## src/hw/rtl/kmsa_pkg.sv

```systemverilog
// Shared types and constants for the k-way merge / key aggregation block.
// No dependencies; imported by every module of the block.
`default_nettype none

package kmsa_pkg;

   // Defaults for the top-level parameters
   localparam int NUM_STREAMS_DEF = 8;
   localparam int KEY_OCTETS_DEF  = 8;

   // Fixed field widths of the stream items
   localparam int STREAM_W = 3;
   localparam int KEY_FULL_W = 64;
   localparam int COUNT_W = 32;

   // Configuration port
   localparam int CSR_ADDR_W = 2;
   localparam int CSR_DATA_W = 32;
   localparam logic [CSR_ADDR_W-1:0] CSR_ACTIVE_STREAMS = 2'd0;
   localparam logic [CSR_ADDR_W-1:0] CSR_KEY_LENGTH     = 2'd1;
   localparam logic [CSR_ADDR_W-1:0] CSR_MIN_COUNT      = 2'd2;

   // Register reset values
   localparam logic [3:0]         ACTIVE_STREAMS_RST = 4'd8;
   localparam logic [3:0]         KEY_LENGTH_RST     = 4'd8;
   localparam logic [COUNT_W-1:0] MIN_COUNT_RST      = 32'd1;

   // Result kinds
   typedef enum logic [1:0] {
      KIND_ENTRY  = 2'd0,
      KIND_REFILL = 2'd1,
      KIND_DONE   = 2'd2,
      KIND_REJECT = 2'd3
   } kind_type;

   // One result item
   typedef struct packed {
      kind_type              kind;
      logic [KEY_FULL_W-1:0] merged_key;
      logic [COUNT_W-1:0]    total_count;
      logic [STREAM_W-1:0]   wanted_stream;
      logic                  last_in_run;
   } rsp_type;

   // Controls from the sequencer to the minimum search unit
   typedef struct packed {
      logic clear;
      logic compare;
   } min_ctl_type;

endpackage

`default_nettype wire

```

## src/hw/rtl/kway_merge_sum_aggregate_top.sv

```systemverilog
// K-way merge of key-sorted (key,count) streams with summing of equal keys.
// Depends on kmsa_pkg, kmsa_head_mem and kmsa_min_unit.
//
// Usage: every stream first sends one head entry (or an end mark, req_tlast)
// on the req_ channel, req_tuser naming the stream. Once every active stream
// holds a head or has ended, the block pops the smallest head and answers on
// the rsp_ channel: optionally a finished merged entry, then a refill request
// naming the stream that must send its next item. When all streams have ended
// it flushes the last sum, sends done and rearms for a new merge. Unexpected
// items get one reject result. The final result caused by an item has
// rsp_tlast set. Registers are written on the csr_ port between items.
// Sequence: an item that only fills a head passes S_APPLY and S_FILLCHK
// before the next item is taken; a rejected item passes S_APPLY and S_EMIT_B.
// An item that triggers a pop also runs S_SEARCH, the sweep of the single
// shared comparator over the clamped active stream heads, one head per cycle,
// read from the head memory port, then S_POP, S_EMIT_A when a finished entry
// goes out ahead of the refill request, and S_EMIT_B. One result register
// parts the channels, so the next item is taken while a result still waits;
// a stalled rsp_ side holds the block only when it has another result to
// hand over. Synchronous reset clears all control state and loads the
// register defaults; the head memory needs no clearing pass.
`default_nettype none

module kway_merge_sum_aggregate_top
   import kmsa_pkg::*;
#(
   parameter int NUM_STREAMS = NUM_STREAMS_DEF,
   parameter int KEY_OCTETS  = KEY_OCTETS_DEF
) (
   input  wire logic                  clock,
   input  wire logic                  reset,
   // Input items
   input  wire logic                  req_tvalid,
   output logic                       req_tready,
   input  wire logic [95:0]           req_tdata,   // key[63:0], count[95:64]
   input  wire logic [STREAM_W-1:0]   req_tuser,   // stream[2:0]
   input  wire logic                  req_tlast,   // end_of_stream
   // Results
   output logic                       rsp_tvalid,
   input  wire logic                  rsp_tready,
   output logic      [103:0]          rsp_tdata,   // merged_key[63:0], total_count[95:64],
                                                   // wanted_stream[98:96], zero pad[103:99]
   output logic      [1:0]            rsp_tuser,   // kind[1:0]
   output logic                       rsp_tlast,   // last_in_run
   // Configuration writes
   input  wire logic                  csr_we,
   input  wire logic [CSR_ADDR_W-1:0] csr_addr,
   input  wire logic [CSR_DATA_W-1:0] csr_wdata
);

   localparam int IDX_W     = $clog2(NUM_STREAMS);
   localparam int CNT_W     = $clog2(NUM_STREAMS + 1);
   localparam int KEY_W     = 8 * KEY_OCTETS;
   localparam int KEY_SHIFT = KEY_FULL_W - KEY_W;

   typedef enum logic [2:0] {
      S_IDLE,
      S_APPLY,
      S_FILLCHK,
      S_SEARCH,
      S_POP,
      S_EMIT_A,
      S_EMIT_B
   } state_type;

   state_type state_ff, state_in;

   // Configuration registers
   logic [3:0]         act_cfg_ff, act_cfg_in;
   logic [3:0]         klen_cfg_ff, klen_cfg_in;
   logic [COUNT_W-1:0] min_cnt_ff, min_cnt_in;

   // Captured input item
   logic [STREAM_W-1:0] item_stream_ff, item_stream_in;
   logic [KEY_W-1:0]    item_key_ff, item_key_in;
   logic [COUNT_W-1:0]  item_count_ff, item_count_in;
   logic                item_eos_ff, item_eos_in;

   // Merge state
   logic [NUM_STREAMS-1:0] head_valid_ff, head_valid_in;
   logic [NUM_STREAMS-1:0] ended_ff, ended_in;
   logic                   filling_ff, filling_in;
   logic [IDX_W-1:0]       awaited_ff, awaited_in;
   logic                   run_open_ff, run_open_in;
   logic [KEY_W-1:0]       run_key_ff, run_key_in;
   logic [COUNT_W-1:0]     run_sum_ff, run_sum_in;

   // Search sweep
   logic [CNT_W-1:0] cnt_ff, cnt_in;
   logic             look_vld_ff, look_vld_in;
   logic [IDX_W-1:0] look_idx_ff, look_idx_in;

   // Pending results and output register
   logic    has_a_ff, has_a_in;
   rsp_type pend_a_ff, pend_a_in;
   rsp_type pend_b_ff, pend_b_in;
   logic    rsp_vld_ff, rsp_vld_in;
   rsp_type rsp_ff, rsp_in;

   // Derived values
   logic [CNT_W-1:0]       act_eff;
   logic [3:0]             kb_eff;
   logic [KEY_W-1:0]       key_mask;
   logic [NUM_STREAMS-1:0] act_bits;
   logic                   all_ready;
   logic [IDX_W-1:0]       item_idx;
   logic                   item_ok;
   logic                   out_free;
   logic                   emit_old;
   logic [COUNT_W:0]       sum_wide;
   rsp_type                old_entry;

   // Memory and search unit wiring
   logic               mem_we;
   logic [KEY_W-1:0]   rd_key;
   logic [COUNT_W-1:0] rd_count;
   min_ctl_type        min_ctl;
   logic               cmp_live;
   logic               best_found;
   logic [IDX_W-1:0]   best_idx;
   logic [KEY_W-1:0]   best_key;
   logic [COUNT_W-1:0] best_count;

   // Clamp the registers to their usable ranges
   always_comb begin
      if (act_cfg_ff == 4'd0) begin
         act_eff = CNT_W'(1);
      end else if (32'(act_cfg_ff) > NUM_STREAMS) begin
         act_eff = CNT_W'(NUM_STREAMS);
      end else begin
         act_eff = CNT_W'(act_cfg_ff);
      end
      if (klen_cfg_ff == 4'd0) begin
         kb_eff = 4'd1;
      end else if (32'(klen_cfg_ff) > KEY_OCTETS) begin
         kb_eff = 4'(KEY_OCTETS);
      end else begin
         kb_eff = klen_cfg_ff;
      end
   end

   // Keep the leading kb_eff bytes of the stored key
   assign key_mask = ~({KEY_W{1'b1}} >> {kb_eff, 3'b000});

   always_comb begin
      for (int i = 0; i < NUM_STREAMS; i++) begin
         act_bits[i] = (32'(i) < 32'(act_eff));
      end
   end

   assign all_ready = &(head_valid_ff | ended_ff | ~act_bits);

   // Accept check for the captured item
   assign item_idx = IDX_W'(item_stream_ff);
   assign item_ok  = (32'(item_stream_ff) < 32'(act_eff))
                     && !head_valid_ff[item_idx] && !ended_ff[item_idx]
                     && (filling_ff || (item_idx == awaited_ff));

   assign out_free   = !rsp_vld_ff || rsp_tready;
   assign req_tready = (state_ff == S_IDLE);

   // Finished run, ready to be flushed
   assign emit_old = run_open_ff && (run_sum_ff >= min_cnt_ff);
   assign sum_wide = {1'b0, run_sum_ff} + {1'b0, best_count};

   always_comb begin
      old_entry               = '0;
      old_entry.kind          = KIND_ENTRY;
      old_entry.merged_key    = KEY_FULL_W'(run_key_ff) << KEY_SHIFT;
      old_entry.total_count   = run_sum_ff;
   end

   // Head store and search unit
   assign mem_we = (state_ff == S_APPLY) && item_ok && !item_eos_ff;

   kmsa_head_mem #(
      .NUM_STREAMS (NUM_STREAMS),
      .KEY_W       (KEY_W)
   ) u_head_mem (
      .clock    (clock),
      .wr_en    (mem_we),
      .wr_addr  (item_idx),
      .wr_key   (item_key_ff),
      .wr_count (item_count_ff),
      .rd_addr  (cnt_ff[IDX_W-1:0]),
      .rd_key   (rd_key),
      .rd_count (rd_count)
   );

   assign min_ctl.clear   = (state_ff == S_FILLCHK);
   assign min_ctl.compare = (state_ff == S_SEARCH) && look_vld_ff;
   assign cmp_live        = head_valid_ff[look_idx_ff];

   kmsa_min_unit #(
      .NUM_STREAMS (NUM_STREAMS),
      .KEY_W       (KEY_W)
   ) u_min_unit (
      .clock      (clock),
      .reset      (reset),
      .ctl        (min_ctl),
      .cmp_live   (cmp_live),
      .cmp_idx    (look_idx_ff),
      .cmp_key    (rd_key & key_mask),
      .cmp_count  (rd_count),
      .best_found (best_found),
      .best_idx   (best_idx),
      .best_key   (best_key),
      .best_count (best_count)
   );

   // Sequencer: next-state and next-register logic
   always_comb begin
      state_in       = state_ff;
      act_cfg_in     = act_cfg_ff;
      klen_cfg_in    = klen_cfg_ff;
      min_cnt_in     = min_cnt_ff;
      item_stream_in = item_stream_ff;
      item_key_in    = item_key_ff;
      item_count_in  = item_count_ff;
      item_eos_in    = item_eos_ff;
      head_valid_in  = head_valid_ff;
      ended_in       = ended_ff;
      filling_in     = filling_ff;
      awaited_in     = awaited_ff;
      run_open_in    = run_open_ff;
      run_key_in     = run_key_ff;
      run_sum_in     = run_sum_ff;
      cnt_in         = cnt_ff;
      look_vld_in    = 1'b0;
      look_idx_in    = look_idx_ff;
      has_a_in       = has_a_ff;
      pend_a_in      = pend_a_ff;
      pend_b_in      = pend_b_ff;
      rsp_vld_in     = rsp_vld_ff;
      rsp_in         = rsp_ff;

      // Configuration writes
      if (csr_we) begin
         unique case (csr_addr)
            CSR_ACTIVE_STREAMS: act_cfg_in  = csr_wdata[3:0];
            CSR_KEY_LENGTH:     klen_cfg_in = csr_wdata[3:0];
            CSR_MIN_COUNT:      min_cnt_in  = csr_wdata[COUNT_W-1:0];
            default: ;
         endcase
      end

      // Drop the result once the receiver takes it
      if (rsp_vld_ff && rsp_tready) begin
         rsp_vld_in = 1'b0;
      end

      unique case (state_ff)
         S_IDLE: begin
            if (req_tvalid) begin
               item_stream_in = req_tuser;
               item_key_in    = req_tdata[KEY_FULL_W-1 -: KEY_W];
               item_count_in  = req_tdata[KEY_FULL_W +: COUNT_W];
               item_eos_in    = req_tlast;
               state_in       = S_APPLY;
            end
         end
         S_APPLY: begin
            if (!item_ok) begin
               pend_b_in             = '0;
               pend_b_in.kind        = KIND_REJECT;
               pend_b_in.last_in_run = 1'b1;
               state_in              = S_EMIT_B;
            end else begin
               if (item_eos_ff) begin
                  ended_in[item_idx] = 1'b1;
               end else begin
                  head_valid_in[item_idx] = 1'b1;
               end
               state_in = S_FILLCHK;
            end
         end
         S_FILLCHK: begin
            if (filling_ff && !all_ready) begin
               state_in = S_IDLE;
            end else begin
               filling_in = 1'b0;
               cnt_in     = '0;
               state_in   = S_SEARCH;
            end
         end
         S_SEARCH: begin
            // Issue one head read per cycle; each compare runs in the cycle after its read
            if (cnt_ff < act_eff) begin
               look_vld_in = 1'b1;
               look_idx_in = cnt_ff[IDX_W-1:0];
               cnt_in      = cnt_ff + CNT_W'(1);
            end else begin
               state_in = S_POP;
            end
         end
         S_POP: begin
            pend_a_in = old_entry;
            pend_b_in = '0;
            pend_b_in.last_in_run = 1'b1;
            if (!best_found) begin
               // All streams ended: flush, signal done and rearm
               has_a_in       = emit_old;
               pend_b_in.kind = KIND_DONE;
               head_valid_in  = '0;
               ended_in       = '0;
               run_open_in    = 1'b0;
               run_key_in     = '0;
               run_sum_in     = '0;
               awaited_in     = '0;
               filling_in     = 1'b1;
            end else begin
               head_valid_in[best_idx] = 1'b0;
               if (run_open_ff && (run_key_ff == best_key)) begin
                  has_a_in   = 1'b0;
                  run_sum_in = sum_wide[COUNT_W] ? {COUNT_W{1'b1}} : sum_wide[COUNT_W-1:0];
               end else begin
                  has_a_in    = emit_old;
                  run_key_in  = best_key;
                  run_sum_in  = best_count;
                  run_open_in = 1'b1;
               end
               awaited_in              = best_idx;
               pend_b_in.kind          = KIND_REFILL;
               pend_b_in.wanted_stream = STREAM_W'(best_idx);
            end
            state_in = has_a_in ? S_EMIT_A : S_EMIT_B;
         end
         S_EMIT_A: begin
            if (out_free) begin
               rsp_vld_in = 1'b1;
               rsp_in     = pend_a_ff;
               state_in   = S_EMIT_B;
            end
         end
         S_EMIT_B: begin
            if (out_free) begin
               rsp_vld_in = 1'b1;
               rsp_in     = pend_b_ff;
               state_in   = S_IDLE;
            end
         end
         default: begin
            state_in = S_IDLE;
         end
      endcase
   end

   // State, control and payload registers
   always_ff @(posedge clock) begin
      if (reset) begin
         state_ff      <= S_IDLE;
         act_cfg_ff    <= ACTIVE_STREAMS_RST;
         klen_cfg_ff   <= KEY_LENGTH_RST;
         min_cnt_ff    <= MIN_COUNT_RST;
         head_valid_ff <= '0;
         ended_ff      <= '0;
         filling_ff    <= 1'b1;
         awaited_ff    <= '0;
         run_open_ff   <= 1'b0;
         cnt_ff        <= '0;
         look_vld_ff   <= 1'b0;
         has_a_ff      <= 1'b0;
         rsp_vld_ff    <= 1'b0;
      end else begin
         state_ff      <= state_in;
         act_cfg_ff    <= act_cfg_in;
         klen_cfg_ff   <= klen_cfg_in;
         min_cnt_ff    <= min_cnt_in;
         head_valid_ff <= head_valid_in;
         ended_ff      <= ended_in;
         filling_ff    <= filling_in;
         awaited_ff    <= awaited_in;
         run_open_ff   <= run_open_in;
         cnt_ff        <= cnt_in;
         look_vld_ff   <= look_vld_in;
         has_a_ff      <= has_a_in;
         rsp_vld_ff    <= rsp_vld_in;
      end
      item_stream_ff <= item_stream_in;
      item_key_ff    <= item_key_in;
      item_count_ff  <= item_count_in;
      item_eos_ff    <= item_eos_in;
      run_key_ff     <= run_key_in;
      run_sum_ff     <= run_sum_in;
      look_idx_ff    <= look_idx_in;
      pend_a_ff      <= pend_a_in;
      pend_b_ff      <= pend_b_in;
      rsp_ff         <= rsp_in;
   end

   // Result channel
   assign rsp_tvalid = rsp_vld_ff;
   assign rsp_tdata  = {5'b00000, rsp_ff.wanted_stream, rsp_ff.total_count, rsp_ff.merged_key};
   assign rsp_tuser  = rsp_ff.kind;
   assign rsp_tlast  = rsp_ff.last_in_run;

endmodule

`default_nettype wire

```

## src/hw/rtl/kmsa_head_mem.sv

```systemverilog
// Per-stream head entry store: key and count, one write and one registered read port.
// Depends on kmsa_pkg.
`default_nettype none

module kmsa_head_mem
   import kmsa_pkg::*;
#(
   parameter int NUM_STREAMS = NUM_STREAMS_DEF,
   parameter int KEY_W       = 8 * KEY_OCTETS_DEF
) (
   input  wire logic                           clock,
   input  wire logic                           wr_en,
   input  wire logic [$clog2(NUM_STREAMS)-1:0] wr_addr,
   input  wire logic [KEY_W-1:0]               wr_key,
   input  wire logic [COUNT_W-1:0]             wr_count,
   input  wire logic [$clog2(NUM_STREAMS)-1:0] rd_addr,
   output logic      [KEY_W-1:0]               rd_key,
   output logic      [COUNT_W-1:0]             rd_count
);

   logic [KEY_W-1:0]   key_mem [NUM_STREAMS];
   logic [COUNT_W-1:0] cnt_mem [NUM_STREAMS];

   // Write a new head; the read port is registered
   always_ff @(posedge clock) begin
      if (wr_en) begin
         key_mem[wr_addr] <= wr_key;
         cnt_mem[wr_addr] <= wr_count;
      end
      rd_key   <= key_mem[rd_addr];
      rd_count <= cnt_mem[rd_addr];
   end

endmodule

`default_nettype wire

```

## src/hw/rtl/kmsa_min_unit.sv

```systemverilog
// Shared comparator that keeps the smallest head seen during one search sweep.
// Depends on kmsa_pkg.
`default_nettype none

module kmsa_min_unit
   import kmsa_pkg::*;
#(
   parameter int NUM_STREAMS = NUM_STREAMS_DEF,
   parameter int KEY_W       = 8 * KEY_OCTETS_DEF
) (
   input  wire logic                           clock,
   input  wire logic                           reset,
   input  wire min_ctl_type                    ctl,
   input  wire logic                           cmp_live,
   input  wire logic [$clog2(NUM_STREAMS)-1:0] cmp_idx,
   input  wire logic [KEY_W-1:0]               cmp_key,
   input  wire logic [COUNT_W-1:0]             cmp_count,
   output logic                                best_found,
   output logic      [$clog2(NUM_STREAMS)-1:0] best_idx,
   output logic      [KEY_W-1:0]               best_key,
   output logic      [COUNT_W-1:0]             best_count
);

   localparam int IDX_W = $clog2(NUM_STREAMS);

   logic              found_ff, found_in;
   logic [IDX_W-1:0]  idx_ff, idx_in;
   logic [KEY_W-1:0]  key_ff, key_in;
   logic [COUNT_W-1:0] count_ff, count_in;
   logic              take;

   // Strictly smaller wins, so the lowest index keeps a tie
   assign take = ctl.compare && cmp_live && (!found_ff || (cmp_key < key_ff));

   always_comb begin
      found_in = found_ff;
      idx_in   = idx_ff;
      key_in   = key_ff;
      count_in = count_ff;
      if (ctl.clear) begin
         found_in = 1'b0;
      end else if (take) begin
         found_in = 1'b1;
         idx_in   = cmp_idx;
         key_in   = cmp_key;
         count_in = cmp_count;
      end
   end

   always_ff @(posedge clock) begin
      if (reset) begin
         found_ff <= 1'b0;
      end else begin
         found_ff <= found_in;
      end
      idx_ff   <= idx_in;
      key_ff   <= key_in;
      count_ff <= count_in;
   end

   assign best_found = found_ff;
   assign best_idx   = idx_ff;
   assign best_key   = key_ff;
   assign best_count = count_ff;

endmodule

`default_nettype wire

```

## config.mk

```make
export PLATFORM = sky130hd
export DESIGN_NAME = kway_merge_sum_aggregate_top
export DESIGN_NICKNAME = d
export VERILOG_FILES = /design/src/hw/rtl/kmsa_pkg.sv /design/src/hw/rtl/kway_merge_sum_aggregate_top.sv /design/src/hw/rtl/kmsa_head_mem.sv /design/src/hw/rtl/kmsa_min_unit.sv
export SDC_FILE = /design/constraint.sdc
export NUM_CORES = 2
export LEC_CHECK = 0
export ABC_CLOCK_PERIOD_IN_PS = 18600
export BUFFER_PORTS_ARGS = -buffer_cell sky130_fd_sc_hd__clkbuf_2
export CORE_MARGIN = 4
export CORE_UTILIZATION = 40
export CTS_CLUSTER_DIAMETER = 200
export DETAILED_ROUTE_END_ITERATION = 6
export MAX_ROUTING_LAYER = met4
export PLACE_DENSITY = 0.61
export SKIP_LAST_GASP = 1
export SYNTH_ARGS = -nofsm -noshare
export SYNTH_HDL_FRONTEND = slang
export SYNTH_SLANG_ARGS = --single-unit
```

## constraint.sdc

```tcl
create_clock -name clock -period 18.6 [get_ports clock]
set_input_delay 0.93 -clock clock [delete_from_list [all_inputs] [get_ports clock]]
set_output_delay 0.93 -clock clock [all_outputs]
set_load 0.03 [all_outputs]
```

==> run_results.csv <==
group,metric,value,unit
run_status,status,"complete, no violations",
min_path,hold_path_class,"input port to flop",
layout,final_cell_area,0.0636,mm^2
layout,cell_count_final_fillers_out,5348,
timing,timing.fmax,193,MHz
pwr,power-per-cell-area,121,mW/mm^2
layout,layout_commonest_cell,"sky130_fd_sc_hd__edfxtp_1",
min_path,hold_start,"req_tdata[61]",
setup_path,timing.critical_path.slowest_cell_delay,0.86,ns
route,routed_wire_length_per_instance,22.8,um
setup_path,r2r.worst_path.cells,12,
timing,final_hold_violation_count,0,
floorplan,std_cell_rows,136,
setup_path,setup_slack_reg_to_reg,13.42,ns
synthesis,synth_compound_gate_area_share,4.17,%
timing,finClkSkew,0.0264,ns
grt,grt_max_degree,102,
layout,layout.cells.most_common_list,"sky130_fd_sc_hd__edfxtp_1, sky130_fd_sc_hd__clkbuf_2, sky130_fd_sc_hd__mux4_2",
pwr,worst_ir_drop_vdd,0.101,mV
setup_path,worst_setup_path_end_kind,"flop",
timing,maxSlewHeadroom,17.1,%
timing,report.final.setup_viol,0,
synthesis,postSynthAreaPerCell,17.8,um^2
synthesis,synthCells,3113,
placed_design,gp_congestion,0.867,
setup_path,critical_path.max_fanout,71,
placed_design,placed_wire_length_estimate,76300,um
clock_tree,postCtsSetupBuffers,0,
setup_path,crit_path_top_delay_cell,"sky130_fd_sc_hd__buf_4",
clock_tree,post_cts_hold_buffers,0,
layout,flow.area_growth_from_synthesis,14.8,%
route,dr.first_iter.drc_count,2281,
grt,global_route.peak_usage_layer,"met2",
setup_path,required,18.98,ns
synthesis,synth.mux.area_fraction,9.97,%
clock_tree,tritoncts,"built",
synthesis,ys_ff_latch,1436,
grt,grt_use_met1,25.3,%
pwr,power.leakage,21.4,nW
floorplan,floorplan.core_area,0.137,mm^2
setup_path,setup_crit_start_kind,"flop",
floorplan,die_h,380,um
setup_path,setup.worst_path.class,"flop to flop",
synthesis,synth-simple-area-share,5.01,%
placed_design,io_buffer_count,242,
floorplan,die_w,380,um
synthesis,yosys_most_used_dff,"sky130_fd_sc_hd__edfxtp_1",
setup_path,critPathArrivalTime,5.56,ns
setup_path,worst_path_dominant_cell_family,"compound AO/OA/AOI/OAI gates",
route,drt-pass1-iter-count,5,
grt,first_global_vias,28000,
setup_path,crit-reg2reg-launch,"klen_cfg_ff[3]",
clock_tree,clk_latency,0.77,ns
route,routed-via-count,27800,
floorplan,floorplan.initialDensity,40.3,%
route,routed_via_density,5.19,
grt,grt_pass1_wl,184000,um
synthesis,synthesis.yosys.warnings,0,
timing,worstMarginPinSlew,1.24,ns
layout,final_layout_size_suffix_gt1_share,23.4,%
clock_tree,clockBufferDepth,3,
synthesis,synth_async_sr_flop_share,0,%
layout,nNetsFinal,3697,
clock_tree,worst_setup_hold_path_clk_slew,0.06,ns
synthesis,synthDistinctLibCells,71,
clock_tree,cts-resized-gates,0,
job,drv_cap,0,
synthesis,synth_top_family_by_area,"multiplexers",
grt,grt_antenna_before_repair,8,
floorplan,fp.dieArea,0.144,mm^2
layout,final.fill_count,11700,
timing,drv_slew,0,
setup_path,crit_top_cell,"sky130_fd_sc_hd__a21oi_1",
synthesis,synth-xor-area-share,1.20,%
clock_tree,clock_tree.htree_level_count,4,
setup_path,path_cells,"a21oi_1, nand2_1, and2_1, ha_1, a21o_1, a21o_1, a21oi_1, o21ai_0, a21oi_1, o2111ai_1, o22ai_4, buf_4",
clock_tree,ctsRootBufferMaster,"sky130_fd_sc_hd__clkbuf_16",
clock_tree,cts_num_sinks,1436,
synthesis,synth_seq_area_share,74.8,%
grt,met2_usage,25.4,%
setup_path,timing.critical_path.buf_inv,1,
timing,rsz_0062_raised_after_global_routing,"false",
synthesis,synthesized_area_fraction_occupied_by_adder_cells,3.06,%
min_path,min_delay_path_depth,1,
timing,final.period_utilization,27.9,%
route,detail-route-antenna-nets,0,
route,detail_route.wirelength,122000,um
route,drc_errors,0,
clock_tree,cts_made_buffers,149,
floorplan,ioPinCount,248,
placed_design,dp_cells,5067,
grt,met3_layer_usage_reported_by_global_route,2.91,%
grt,track_usage,17.3,%
min_path,hold_end,"item_key_ff[61]",
setup_path,timing.rr.end,"u_min_unit.best_count[16]",
synthesis,synth_edf_count,1269,
synthesis,synth.cell_area,0.0554,mm^2
placed_design,place_area,0.0588,mm^2
timing,post-route-min-period,5.18,ns
grt,grt_remaining_overflow,0,
timing,setup-tns-final,0,ns
[worst max-delay path by stage]
| stage | endpoint | slack (ns) | cells past startpoint | from |
|---|---|---|---|---|
| detailed placement | u_min_unit.best_count[12] | 13.39 | 12 | klen_cfg_ff[3] |
| global route | u_min_unit.best_count[16] | 12.94 | 12 | klen_cfg_ff[3] |
| CTS | u_min_unit.best_count[16] | 13.36 | 12 | klen_cfg_ff[3] |
| floorplan | u_min_unit.best_count[0] | 10.90 | 11 | klen_cfg_ff[2] |
| finish | u_min_unit.best_count[16] | 13.42 | 12 | klen_cfg_ff[3] |
| global placement | u_min_unit.best_count[13] | 13.41 | 12 | klen_cfg_ff[3] |
[area by class of cell]
cell class / instances / area [um^2] / share of cell area (%)
Multi-Input combinational cell: 1432 / 13100 / 20.6
Clock buffer: 200 / 4150 / 6.53
Sequential cell: 1436 / 41500 / 65.2
Timing Repair Buffer: 282 / 1540 / 2.42
Inverter: 123 / 467 / 0.734
Antenna cell: 5 / 12.5 / 0.0197
Tap cell: 1794 / 2240 / 3.53
Clock inverter: 76 / 644 / 1.01
[through the flow]
stage,hold WS (ns),power (mW),worst slack [ns],utilization (%)
floorplan,0.386,4.60,10.90,-
global placement,0.390,4.88,13.41,42.8
detailed placement,0.389,4.89,13.39,42.8
CTS,0.270,7.78,13.36,46.2
global route,0.295,8.00,12.94,46.2
finish,0.336,7.68,13.42,46.3
[worst register-to-register path, stage by stage, from the launching register on]
cell and delay [ns]:
sky130_fd_sc_hd__dfxtp_1 0.44, sky130_fd_sc_hd__a21oi_1 0.66, sky130_fd_sc_hd__nand2_1 0.33, sky130_fd_sc_hd__and2_1 0.29, sky130_fd_sc_hd__ha_1 0.29, sky130_fd_sc_hd__a21o_1 0.18, sky130_fd_sc_hd__a21o_1 0.17, sky130_fd_sc_hd__a21oi_1 0.14
sky130_fd_sc_hd__o21ai_0 0.10, sky130_fd_sc_hd__a21oi_1 0.20, sky130_fd_sc_hd__o2111ai_1 0.21, sky130_fd_sc_hd__o22ai_4 0.84, sky130_fd_sc_hd__buf_4 0.87
[flip-flops by register name, summed over array words and instances (netlist names), 4 cells and up]
name,flops
item_count_ff,32
min_cnt_ff,32
head_valid_ff,8
ended_ff,8
u_head_mem.rd_key,64
u_head_mem.key_mem,512
pend_a_ff,96
run_sum_ff,32
u_head_mem.rd_count,32
item_key_ff,64
run_key_ff,64
pend_b_ff,5
act_cfg_ff,4
klen_cfg_ff,4
u_head_mem.cnt_mem,256
u_min_unit.best_count,32
rsp_tdata,99
cnt_ff,4
u_min_unit.best_key,64
[cells by family after synthesis]
logic type                 count (synthesis)
DFF                                     1436
and+or+nand+nor                          544
AOI/OAI and AO/OA                        375
muxes                                    297
buffers and inverters                    249
adders and majority gates                135
xor gates and xnor gates                  76
other                                      1
[layer usage]
| layer | wire [um] | share of wire (%) |
|---|---|---|
| met2 | 55300 | 45 |
| met4 | 2380 | 1.9 |
| met3 | 6410 | 5.3 |
| met1 | 58100 | 48 |
| met5 | 0 | 0 |
[power by group]
group / leakage [nW] / switching, mW / internal, mW / total (mW)
clock network: 2.36 / 1.23 / 1.64 / 2.87
registers: 12.9 / 0.210 / 3.93 / 4.15
logic: 6.14 / 0.434 / 0.231 / 0.665
total: 21.4 / 1.88 / 5.81 / 7.68
[cells in the mapped netlist, types with 6 or more instances]
master	instances	area (um^2)
sky130_fd_sc_hd__nand3b_1	7	52.6
sky130_fd_sc_hd__mux2i_1	6	60.1
sky130_fd_sc_hd__edfxtp_1	1269	38100
sky130_fd_sc_hd__nand3_1	11	55.1
sky130_fd_sc_hd__dfxtp_1	167	3340
sky130_fd_sc_hd__nor2b_1	50	313
sky130_fd_sc_hd__a211oi_1	12	90.1
sky130_fd_sc_hd__clkbuf_1	92	345
sky130_fd_sc_hd__buf_1	26	97.6
sky130_fd_sc_hd__nand4_1	28	175
sky130_fd_sc_hd__inv_1	122	458
sky130_fd_sc_hd__o21ai_0	93	465
sky130_fd_sc_hd__nor3_1	22	110
sky130_fd_sc_hd__nand2b_1	11	68.8
sky130_fd_sc_hd__nor4_1	13	81.3
sky130_fd_sc_hd__mux4_2	194	4370
sky130_fd_sc_hd__o31ai_1	7	52.6
sky130_fd_sc_hd__a31oi_1	10	62.6
sky130_fd_sc_hd__and2_1	122	763
sky130_fd_sc_hd__o22ai_1	12	75.1
sky130_fd_sc_hd__mux2_2	97	1090
sky130_fd_sc_hd__a21oi_1	136	681
sky130_fd_sc_hd__nand2_1	115	432
sky130_fd_sc_hd__nor2_1	138	518
sky130_fd_sc_hd__and3_1	10	62.6
sky130_fd_sc_hd__o21a_1	8	60.1
sky130_fd_sc_hd__xor2_1	39	342
sky130_fd_sc_hd__xnor2_1	37	324
sky130_fd_sc_hd__a21o_1	34	255
sky130_fd_sc_hd__ha_1	133	1660
sky130_fd_sc_hd__o21bai_1	7	52.6
(Power assumes the default switching activity.)
